==> src/rtl/apf_pkg.sv <==
`default_nettype none

package apf_pkg;

   // defaults for the top level parameters
   localparam int DEFAULT_QUEUE_DEPTH = 16;
   localparam int DEFAULT_MSG_WIDTH   = 32;

   // fixed widths of the channel fields
   localparam int MSG_IN_W    = 32;
   localparam int MSG_OUT_W   = 32;
   localparam int STATUS_W    = 3;
   localparam int COUNT_OUT_W = 5;

   // request codes
   localparam logic OP_SEND     = 1'b0;
   localparam logic OP_RECV     = 1'b1;
   localparam logic KIND_NORMAL = 1'b0;
   localparam logic KIND_ALARM  = 1'b1;

   // response status codes
   localparam logic [STATUS_W-1:0] STS_SENT    = 3'd0;
   localparam logic [STATUS_W-1:0] STS_NO_ROOM = 3'd1;
   localparam logic [STATUS_W-1:0] STS_NO_MSG  = 3'd2;
   localparam logic [STATUS_W-1:0] STS_ALARM   = 3'd3;
   localparam logic [STATUS_W-1:0] STS_NORMAL  = 3'd4;

   // datapath status seen by the controller
   typedef struct packed {
      logic alarm_valid;
      logic fifo_full;
      logic fifo_empty;
   } dp_stat_type;

   // commands from the controller to the datapath
   typedef struct packed {
      logic                load;
      logic                push;
      logic                pop;
      logic                alarm_set;
      logic                alarm_take;
      logic [STATUS_W-1:0] status;
   } dp_cmd_type;

endpackage

`default_nettype wire

==> src/rtl/apf_req_if.sv <==
`default_nettype none

interface apf_req_if;
   logic                         valid;
   logic                         ready;
   logic                         op;
   logic                         kind;
   logic [apf_pkg::MSG_IN_W-1:0] msg_in;

   modport source (output valid, output op, output kind, output msg_in, input ready);
   modport sink (input valid, input op, input kind, input msg_in, output ready);
endinterface

`default_nettype wire

==> src/rtl/apf_rsp_if.sv <==
`default_nettype none

interface apf_rsp_if;
   logic                            valid;
   logic                            ready;
   logic [apf_pkg::STATUS_W-1:0]    status;
   logic [apf_pkg::MSG_OUT_W-1:0]   msg_out;
   logic [apf_pkg::COUNT_OUT_W-1:0] total_count;
   logic                            alarm_pending;

   modport source (output valid, output status, output msg_out, output total_count,
                   output alarm_pending, input ready);
   modport sink (input valid, input status, input msg_out, input total_count,
                 input alarm_pending, output ready);
endinterface

`default_nettype wire

==> src/rtl/alarm_priority_fifo_core.sv <==
// Message queue with one priority alarm slot. A send request stores a normal
// message at the tail of a QUEUE_DEPTH-entry FIFO or an alarm message in the
// single alarm slot, and is answered no_room when the target is occupied. A
// receive request returns the pending alarm first, else the oldest normal
// message, else no_msg. Each request yields exactly one response carrying the
// status, the received word (zero when none), the number of held messages and
// the alarm flag as they stand after the request. One request is handled at a
// time: once it is taken, its response is shown from the next cycle on, and
// the next request is taken in the cycle after the response is taken. Between
// a request and its response lie the response registers and the registered
// read of the FIFO memory. The FIFO memory has no reset; pointers, count and
// the alarm slot are cleared by reset.
`default_nettype none

module alarm_priority_fifo_core #(
   parameter int QUEUE_DEPTH = apf_pkg::DEFAULT_QUEUE_DEPTH,
   parameter int MSG_WIDTH   = apf_pkg::DEFAULT_MSG_WIDTH
) (
   input wire logic   clock,
   input wire logic   reset,
   apf_req_if.sink    req_chan,
   apf_rsp_if.source  rsp_chan
);

   apf_pkg::dp_cmd_type  cmd;
   apf_pkg::dp_stat_type stat;

   apf_ctrl u_ctrl (
      .clock     (clock),
      .reset     (reset),
      .req_valid (req_chan.valid),
      .req_op    (req_chan.op),
      .req_kind  (req_chan.kind),
      .rsp_ready (rsp_chan.ready),
      .stat      (stat),
      .cmd       (cmd),
      .req_ready (req_chan.ready),
      .rsp_valid (rsp_chan.valid)
   );

   apf_dp #(
      .QUEUE_DEPTH (QUEUE_DEPTH),
      .MSG_WIDTH   (MSG_WIDTH)
   ) u_dp (
      .clock         (clock),
      .reset         (reset),
      .cmd           (cmd),
      .msg_in        (req_chan.msg_in),
      .stat          (stat),
      .status        (rsp_chan.status),
      .msg_out       (rsp_chan.msg_out),
      .total_count   (rsp_chan.total_count),
      .alarm_pending (rsp_chan.alarm_pending)
   );

endmodule

`default_nettype wire

==> src/rtl/apf_ctrl.sv <==
`default_nettype none

module apf_ctrl (
   input  wire logic                 clock,
   input  wire logic                 reset,
   input  wire logic                 req_valid,
   input  wire logic                 req_op,
   input  wire logic                 req_kind,
   input  wire logic                 rsp_ready,
   input  wire apf_pkg::dp_stat_type stat,
   output apf_pkg::dp_cmd_type       cmd,
   output logic                      req_ready,
   output logic                      rsp_valid
);

   localparam logic ST_IDLE = 1'b0;
   localparam logic ST_RESP = 1'b1;

   logic state_ff;
   logic state_in;
   logic accept;
   logic push_d;
   logic pop_d;
   logic set_d;
   logic take_d;
   logic [apf_pkg::STATUS_W-1:0] status_d;

   assign req_ready = (state_ff == ST_IDLE);
   assign rsp_valid = (state_ff == ST_RESP);
   assign accept    = req_valid && req_ready;

   // decide what the request does against the current queue state
   always_comb begin
      push_d   = 1'b0;
      pop_d    = 1'b0;
      set_d    = 1'b0;
      take_d   = 1'b0;
      status_d = apf_pkg::STS_SENT;
      if (req_op == apf_pkg::OP_SEND) begin
         priority if (req_kind == apf_pkg::KIND_ALARM && stat.alarm_valid) begin
            status_d = apf_pkg::STS_NO_ROOM;
         end else if (req_kind == apf_pkg::KIND_ALARM) begin
            set_d    = 1'b1;
            status_d = apf_pkg::STS_SENT;
         end else if (stat.fifo_full) begin
            status_d = apf_pkg::STS_NO_ROOM;
         end else begin
            push_d   = 1'b1;
            status_d = apf_pkg::STS_SENT;
         end
      end else begin
         priority if (stat.alarm_valid) begin
            take_d   = 1'b1;
            status_d = apf_pkg::STS_ALARM;
         end else if (!stat.fifo_empty) begin
            pop_d    = 1'b1;
            status_d = apf_pkg::STS_NORMAL;
         end else begin
            status_d = apf_pkg::STS_NO_MSG;
         end
      end
   end

   always_comb begin
      cmd.load       = accept;
      cmd.push       = accept && push_d;
      cmd.pop        = accept && pop_d;
      cmd.alarm_set  = accept && set_d;
      cmd.alarm_take = accept && take_d;
      cmd.status     = status_d;
   end

   always_comb begin
      state_in = state_ff;
      unique case (state_ff)
         ST_IDLE: begin
            if (accept) begin
               state_in = ST_RESP;
            end
         end
         ST_RESP: begin
            if (rsp_ready) begin
               state_in = ST_IDLE;
            end
         end
         default: state_in = ST_IDLE;
      endcase
   end

   always_ff @(posedge clock) begin
      if (reset) begin
         state_ff <= ST_IDLE;
      end else begin
         state_ff <= state_in;
      end
   end

endmodule

`default_nettype wire

==> src/rtl/apf_dp.sv <==
`default_nettype none

module apf_dp #(
   parameter int QUEUE_DEPTH = apf_pkg::DEFAULT_QUEUE_DEPTH,
   parameter int MSG_WIDTH   = apf_pkg::DEFAULT_MSG_WIDTH
) (
   input  wire logic                            clock,
   input  wire logic                            reset,
   input  wire apf_pkg::dp_cmd_type             cmd,
   input  wire logic [apf_pkg::MSG_IN_W-1:0]    msg_in,
   output apf_pkg::dp_stat_type                 stat,
   output logic [apf_pkg::STATUS_W-1:0]         status,
   output logic [apf_pkg::MSG_OUT_W-1:0]        msg_out,
   output logic [apf_pkg::COUNT_OUT_W-1:0]      total_count,
   output logic                                 alarm_pending
);

   localparam int PTR_W = (QUEUE_DEPTH > 1) ? $clog2(QUEUE_DEPTH) : 1;
   localparam int CNT_W = $clog2(QUEUE_DEPTH + 1);
   localparam logic [PTR_W-1:0] PTR_LAST = PTR_W'(QUEUE_DEPTH - 1);
   localparam logic [CNT_W-1:0] CNT_FULL = CNT_W'(QUEUE_DEPTH);

   logic [MSG_WIDTH-1:0] mem [QUEUE_DEPTH];

   logic [PTR_W-1:0]              rd_ptr_ff, rd_ptr_in;
   logic [PTR_W-1:0]              wr_ptr_ff, wr_ptr_in;
   logic [CNT_W-1:0]              count_ff, count_in;
   logic                          alarm_valid_ff, alarm_valid_in;
   logic [MSG_WIDTH-1:0]          alarm_word_ff, alarm_word_in;
   logic [MSG_WIDTH-1:0]          rdata_ff;
   logic [MSG_WIDTH-1:0]          msg_ff, msg_in_d;
   logic                          from_mem_ff;
   logic [apf_pkg::STATUS_W-1:0]  status_ff;
   logic [MSG_WIDTH-1:0]          wdata;
   logic [CNT_W:0]                total_sum;

   assign wdata = MSG_WIDTH'(msg_in);

   assign stat.alarm_valid = alarm_valid_ff;
   assign stat.fifo_full   = (count_ff == CNT_FULL);
   assign stat.fifo_empty  = (count_ff == '0);

   always_comb begin
      rd_ptr_in      = rd_ptr_ff;
      wr_ptr_in      = wr_ptr_ff;
      count_in       = count_ff;
      alarm_valid_in = alarm_valid_ff;
      alarm_word_in  = alarm_word_ff;
      priority if (cmd.push) begin
         wr_ptr_in = (wr_ptr_ff == PTR_LAST) ? '0 : wr_ptr_ff + 1'b1;
         count_in  = count_ff + 1'b1;
      end else if (cmd.pop) begin
         rd_ptr_in = (rd_ptr_ff == PTR_LAST) ? '0 : rd_ptr_ff + 1'b1;
         count_in  = count_ff - 1'b1;
      end else if (cmd.alarm_set) begin
         alarm_valid_in = 1'b1;
         alarm_word_in  = wdata;
      end else if (cmd.alarm_take) begin
         alarm_valid_in = 1'b0;
      end else begin
         count_in = count_ff;
      end
   end

   // word returned without a memory read: the alarm, or zero
   assign msg_in_d = cmd.alarm_take ? alarm_word_ff : '0;

   always_ff @(posedge clock) begin
      if (reset) begin
         rd_ptr_ff      <= '0;
         wr_ptr_ff      <= '0;
         count_ff       <= '0;
         alarm_valid_ff <= 1'b0;
         alarm_word_ff  <= '0;
      end else begin
         rd_ptr_ff      <= rd_ptr_in;
         wr_ptr_ff      <= wr_ptr_in;
         count_ff       <= count_in;
         alarm_valid_ff <= alarm_valid_in;
         alarm_word_ff  <= alarm_word_in;
      end
   end

   always_ff @(posedge clock) begin
      if (cmd.push) begin
         mem[wr_ptr_ff] <= wdata;
      end
   end

   always_ff @(posedge clock) begin
      if (cmd.pop) begin
         rdata_ff <= mem[rd_ptr_ff];
      end
   end

   always_ff @(posedge clock) begin
      if (cmd.load) begin
         status_ff   <= cmd.status;
         msg_ff      <= msg_in_d;
         from_mem_ff <= cmd.pop;
      end
   end

   // count and alarm flag hold their post-request values while the response waits
   assign total_sum     = {1'b0, count_ff} + {{CNT_W{1'b0}}, alarm_valid_ff};
   assign total_count   = apf_pkg::COUNT_OUT_W'(total_sum);
   assign alarm_pending = alarm_valid_ff;
   assign status        = status_ff;
   assign msg_out       = from_mem_ff ? apf_pkg::MSG_OUT_W'(rdata_ff)
                                      : apf_pkg::MSG_OUT_W'(msg_ff);

endmodule

`default_nettype wire

==> src/flat_wrapper.sv <==
// flat-port wrapper written by rule: the top's interface ports become plain ports
module alarm_priority_fifo_core_flat 
#(
   parameter int QUEUE_DEPTH = apf_pkg::DEFAULT_QUEUE_DEPTH,
   parameter int MSG_WIDTH   = apf_pkg::DEFAULT_MSG_WIDTH
)
  (clock, reset, req_chan_valid, req_chan_op, req_chan_kind, req_chan_msg_in, req_chan_ready, rsp_chan_valid, rsp_chan_status, rsp_chan_msg_out, rsp_chan_total_count, rsp_chan_alarm_pending, rsp_chan_ready);
  apf_req_if req_chan_i ();
  apf_rsp_if rsp_chan_i ();
  input wire logic clock;
  input wire logic reset;
  input wire logic [$bits(req_chan_i.valid)-1:0] req_chan_valid;
  input wire logic [$bits(req_chan_i.op)-1:0] req_chan_op;
  input wire logic [$bits(req_chan_i.kind)-1:0] req_chan_kind;
  input wire logic [$bits(req_chan_i.msg_in)-1:0] req_chan_msg_in;
  output wire logic [$bits(req_chan_i.ready)-1:0] req_chan_ready;
  output wire logic [$bits(rsp_chan_i.valid)-1:0] rsp_chan_valid;
  output wire logic [$bits(rsp_chan_i.status)-1:0] rsp_chan_status;
  output wire logic [$bits(rsp_chan_i.msg_out)-1:0] rsp_chan_msg_out;
  output wire logic [$bits(rsp_chan_i.total_count)-1:0] rsp_chan_total_count;
  output wire logic [$bits(rsp_chan_i.alarm_pending)-1:0] rsp_chan_alarm_pending;
  input wire logic [$bits(rsp_chan_i.ready)-1:0] rsp_chan_ready;
  assign req_chan_i.valid = req_chan_valid;
  assign req_chan_i.op = req_chan_op;
  assign req_chan_i.kind = req_chan_kind;
  assign req_chan_i.msg_in = req_chan_msg_in;
  assign req_chan_ready = req_chan_i.ready;
  assign rsp_chan_valid = rsp_chan_i.valid;
  assign rsp_chan_status = rsp_chan_i.status;
  assign rsp_chan_msg_out = rsp_chan_i.msg_out;
  assign rsp_chan_total_count = rsp_chan_i.total_count;
  assign rsp_chan_alarm_pending = rsp_chan_i.alarm_pending;
  assign rsp_chan_i.ready = rsp_chan_ready;
  alarm_priority_fifo_core #(.QUEUE_DEPTH(QUEUE_DEPTH), .MSG_WIDTH(MSG_WIDTH)) u_core (.clock(clock), .reset(reset), .req_chan(req_chan_i), .rsp_chan(rsp_chan_i));
endmodule
==> config.mk <==
export PLATFORM = sky130hd
export DESIGN_NAME = alarm_priority_fifo_core_flat
export DESIGN_NICKNAME = d
export VERILOG_FILES = /design/src/rtl/apf_pkg.sv /design/src/rtl/apf_req_if.sv /design/src/rtl/apf_rsp_if.sv /design/src/rtl/alarm_priority_fifo_core.sv /design/src/rtl/apf_ctrl.sv /design/src/rtl/apf_dp.sv /design/src/flat_wrapper.sv
export SDC_FILE = /design/constraint.sdc
export NUM_CORES = 1
export LEC_CHECK = 0
export ABC_AREA = 1
export ABC_CLOCK_PERIOD_IN_PS = 5200
export BUFFER_PORTS_ARGS = -buffer_cell sky130_fd_sc_hd__buf_2
export CAP_MARGIN = 25
export CELL_PAD_IN_SITES_DETAIL_PLACEMENT = 0
export CELL_PAD_IN_SITES_GLOBAL_PLACEMENT = 1
export CORE_ASPECT_RATIO = 1.25
export CORE_MARGIN = 1
export CORE_UTILIZATION = 40
export DETAILED_ROUTE_END_ITERATION = 12
export PLACE_DENSITY = 0.74
export RECOVER_POWER = 50
export SYNTH_ARGS = -nofsm -noshare
export SYNTH_HDL_FRONTEND = slang
export SYNTH_SLANG_ARGS = --single-unit
==> constraint.sdc <==
create_clock -name clock -period 5.2 [get_ports clock]
set_input_delay 1.56 -clock clock [delete_from_list [all_inputs] [get_ports clock]]
set_output_delay 1.56 -clock clock [all_outputs]
set_load 0.005 [all_outputs]
### Word level (Yosys, flattened, before mapping)

Memories as Yosys holds them, arrays and structs flattened. A register that Yosys moved wholly into a read port is not among the register bits.
Cells that the tools add are included.

* register bits after elaboration: 83
* latch bits: 0
* bits in writable memories: 512
* bits in read-only memories: 0
* input bits: 38
* output and inout port bits: 43
* word-level logic and storage cells: 63
* memories: 1

* $add $sub $neg: 5
* multipliers: 0
* div/mod/pow operators: 0
* magnitude comparators: 0
* equal/unequal tests: 3
* shift-type cells: 0
* muxes and demuxes: 30
* bitwise operators: 3
* reduce and logical (&&, ||, !) cells: 12

Memories
* u_core.u_dp.mem: depth 16, width 32, read ports 1, clocked after Yosys merged registers in 1, write ports 1, line apf_dp.sv:23 `logic [MSG_WIDTH-1:0] mem [QUEUE_DEPTH];`

Operators by type and width (count)
* $mux 32: 1
* $mux 1: 21
* $mux 5: 2
* $mux 3: 3
* $add 4x1->4 const B: 2
* $eq 4x4->1 const B: 2
* $mux 4: 2
* $logic_and 1x1->1: 6
* $reduce_and 3->1: 2
* $add 5x1->5: 1
* $add 5x1->5 const B: 1
* $eq 5x5->1 const B: 1
* $logic_not 5->1: 1
* $sub 5x1->5 const B: 1
* $reduce_bool 2->1: 2
* $not 1->1: 3
* $pmux 1 s2: 1
* $reduce_and 2->1: 1

### Depth between registers and ports, before layout

* depth in word-level cells: 8
* mapped depth: 12
* mapped depth without buffers: 12

### Modules after synthesis

Synthesis repeated with hierarchy kept, for this count alone.

* cell total of the unflattened synthesis: 2661
* area total of the unflattened synthesis: 27096.0 um2

Modules (own cells, without submodules)
* apf_dp: instances 1, cells each 2635, area an instance 26960.9 um2, seq. area each 18337.6 um2
* apf_ctrl: instances 1, cells each 26, area an instance 135.1 um2, seq. area each 20.0 um2

### Least setup slack after synthesis

OpenSTA, ideal clock, no wires.

* kind: input to register
* start point: input req_chan_valid
* end point: memory u_core.u_dp.mem[7][0] (netlist bit) (enable)
* library setup time: 0.461 ns
* data arrival time: 4.215 ns
* data required time: 4.739 ns
* slack: 0.524 ns
* stages on the path: 4
* path buffers: 0
* cells stage by stage: nand2_1 > nor2_1 > nand3_2 > nor3_1

* cells in the longest elaborated chain, start to end: 4

Ends and longest elaborated chain
* from (decl): line flat_wrapper.sv:12 `input wire logic [$bits(req_chan_i.valid)-1:0] req_chan_valid;`
* $logic_and 1x1->1: line apf_ctrl.sv:30 `assign accept = req_valid && req_ready;`
* $logic_and 1x1->1: line apf_ctrl.sv:66 `cmd.push = accept && push_d;`
* $mux 1: line apf_dp.sv:85 `if (cmd.push) begin`
* $mux 1 (not written as such): line apf_dp.sv:86 `mem[wr_ptr_ff] <= wdata;`
* to (decl): line apf_dp.sv:23

No other way between the ends.

==> run metrics <==
first-pass GRT wire length 88.1 mm; critical-path maximum fanout 165; worst reg2reg startpoint u_core.u_dp.rd_ptr_ff[1]; DRC viols 0; Placed Instances 2763; Min-Delay Startpoint u_core.u_dp.alarm_word_ff[22]; RSZ-0062 raised after global routing no; Via density 5.21; Reg2Reg Setup Slack 1110 ps; placer congestion estimate 0.779; CTS resizes 0; failing checks max-capacitance violations, max-slew violations; final core occ 46.0%; CP Class reg -> reg; hold_ws 450 ps; Mapped Nets 1995; die area 0.0630 sq mm; fillers 5445; largest net degree at the start of global routing 166; Finished Layout Cells 2873; Fin Setup TNS 0 ps; CP startpoint kind flop; initial antenna violation count 0; min cycle time layout 4090 ps; DIE WIDTH 225 um; Total Routing Usage GR 18.5%; most frequent cells in the layout edfxtp_1, nor2_1, o21ai_0; Hold Vio Cnt, Final 0; Worst-Skew Late Latency 610 ps; Layout area overhead 13.2%; post-synth top area cell edfxtp_1; RR Endpoint u_core.u_dp.rdata_ff[4]; Crit path required time 5660 ps; run status finished with violations; synth unique cells 29; Final HPWL DP 32.1 mm; number of DRC markers in iteration 0 1195; Port Buffers 80; CP endpoint kind flop; cell count after synthesis 1945; post-route ant nets 0; clock sink count 627; clk root buf clkbuf_16; Worst Reg-to-Reg Cells 8; vias in the first global route 15.0k; initial core utilization 40.6%; GR Overflow Total 0; clock skew 15.8 ps; Final period util 78.6%; Post-CTS Setup Bufs 0; hold_buf cts 0; share of cells above drive strength 1 10.7%; pin slew with the least headroom to its limit 3110 ps; Synth area leaders edfxtp_1, nor2_1, o21ai_0; CTS tree yes; Final setup viols 0; Die Y 280 um; # nets final 2051; Syn Std Cell Area 0.0248 sq mm; Core Footprint 0.0610 sq mm; row cnt 101; total leakage power 0.00933 uW; CP Data Arrival Time 4550 ps; Worst VDD drop 0.238 mV; pwr/cell area 402 mW/mm^2; clk buf depth 3; top cell type's share of synthesized area 70.2%; Fmax 245 MHz; DR WL/cell 20.1 um; final WL 57.9 mm; worst hold stages 2; # IOs 81; commonest non-fill, non-tap cell in the layout edfxtp_1; Slew HR -107%; diode count 0; vias 15.0k; register bit total from synthesis 627; final count of pins violating max slew 249; Hold WC Path Type reg -> reg; H-tree depth 2; Pre-antenna DRT Iters 5; Clk pin slew, worst setup/hold paths 60 ps; Num CTS Buffers 60; Avg Inst Size Synth 12.8 sq um; Ys Warns 0; max-cap check violation count 3; WHS Endpoint u_core.u_dp.alarm_word_ff[22]; Seq/Total Area, Yosys 74.0%
==> power breakdown <==
group          switching, uW  internal [uW]
logic                    700            314
clock network           1810           2780
registers               49.1           5610
==> synth_stat cells <==
library cell and instances:
mux2_2 32, buf_2 20, o21a_1 1, edfxtp_1 580, buf_6 17, o211ai_1 64, buf_1 6, ha_1 11
buf_8 1, o22ai_1 64, nand3_1 45, nand2_1 154, clkinv_1 4, dfxtp_1 47, inv_1 83, nand3_2 1
clkbuf_2 1, inv_2 1, nor3_1 2, buf_4 9, a311oi_1 1, nor2_1 385, xor2_1 6, xnor2_1 2
o21ai_1 48, o21ai_0 251, a21oi_1 43, clkbuf_1 65, fa_1 1
==> kinds of logic (layout without fill, tap and decap cells) <==
family,Yosys count,after routing,share of synthesized area (%)
buffers and inverters,207,311,3.94
DFF,627,627,74.0
and+or+nand+nor,587,587,9.15
adders and majority gates,12,12,0.636
AOI/OAI and AO/OA,472,472,10.5
xor gates and xnor gates,8,8,0.283
muxes,32,32,1.45
==> worst max-delay path: stages, from the launching register on <==
cell and delay [ps]:
dfxtp_4 360, buf_2 2150, buf_4 610, o21ai_0 150, o22ai_1 180, nand2_1 110
nand2_1 100, inv_1 40, nand2_1 90
==> routing by layer <==
metal / up-vias / routed length, um / GRT usage [%]
li1: 7087 / - / -
met1: 7394 / 24600 / 23.9
met2: 386 / 28800 / 31.8
met3: 101 / 2710 / 2.64
met4: 0 / 1780 / 6.70
met5: - / 0 / 0
==> registers in the layout, summed over array words and instances, names as in the netlist, 3 cells and up <==
| name | count |
|---|---|
| u_core.u_dp.wr_ptr_ff | 4 |
| u_core.u_dp.status | 3 |
| u_core.u_dp.alarm_word_ff | 32 |
| u_core.u_dp.rdata_ff | 32 |
| u_core.u_dp.mem | 512 |
| u_core.u_dp.rd_ptr_ff | 4 |
| u_core.u_dp.count_ff | 5 |
| u_core.u_dp.msg_ff | 32 |
==> layout make-up <==
type,count,area [sq um],share of cell area (%)
multi-input cells,1111,5590,19.9
well taps,824,1030,3.67
repair buffers,113,659,2.35
clock inverters,33,464,1.65
flip-flops and latches,627,18400,65.5
inverters,88,335,1.19
clock buffers,77,1620,5.76
==> how the worst max path moves through the flow <==
stage | from | to | slack [ps] | cells past startpoint
floorplan | req_chan_valid | u_core.u_dp.mem[7][0] | 520 | 4
global placement | req_chan_valid | u_core.u_dp.mem[5][30] | 1290 | 8
detailed placement | req_chan_valid | u_core.u_dp.mem[5][30] | 1230 | 8
CTS | u_core.u_dp.from_mem_ff | rsp_chan_msg_out[2] | 1560 | 3
global route | u_core.u_dp.rd_ptr_ff[1] | u_core.u_dp.rdata_ff[1] | 790 | 8
finish | u_core.u_dp.rd_ptr_ff[1] | u_core.u_dp.rdata_ff[4] | 1110 | 8
==> through the flow <==
step / setup slack, ps / area [sq um] / power, uW
finish: 1110 / 28100 / 11300
global placement: 1290 / 26000 / 6770
floorplan: 524 / 24800 / 6450
CTS: 1560 / 28100 / 11400
global route: 795 / 28100 / 11700
detailed placement: 1230 / 26100 / 6790
Note: power is estimated with default switching activity, not from simulation.
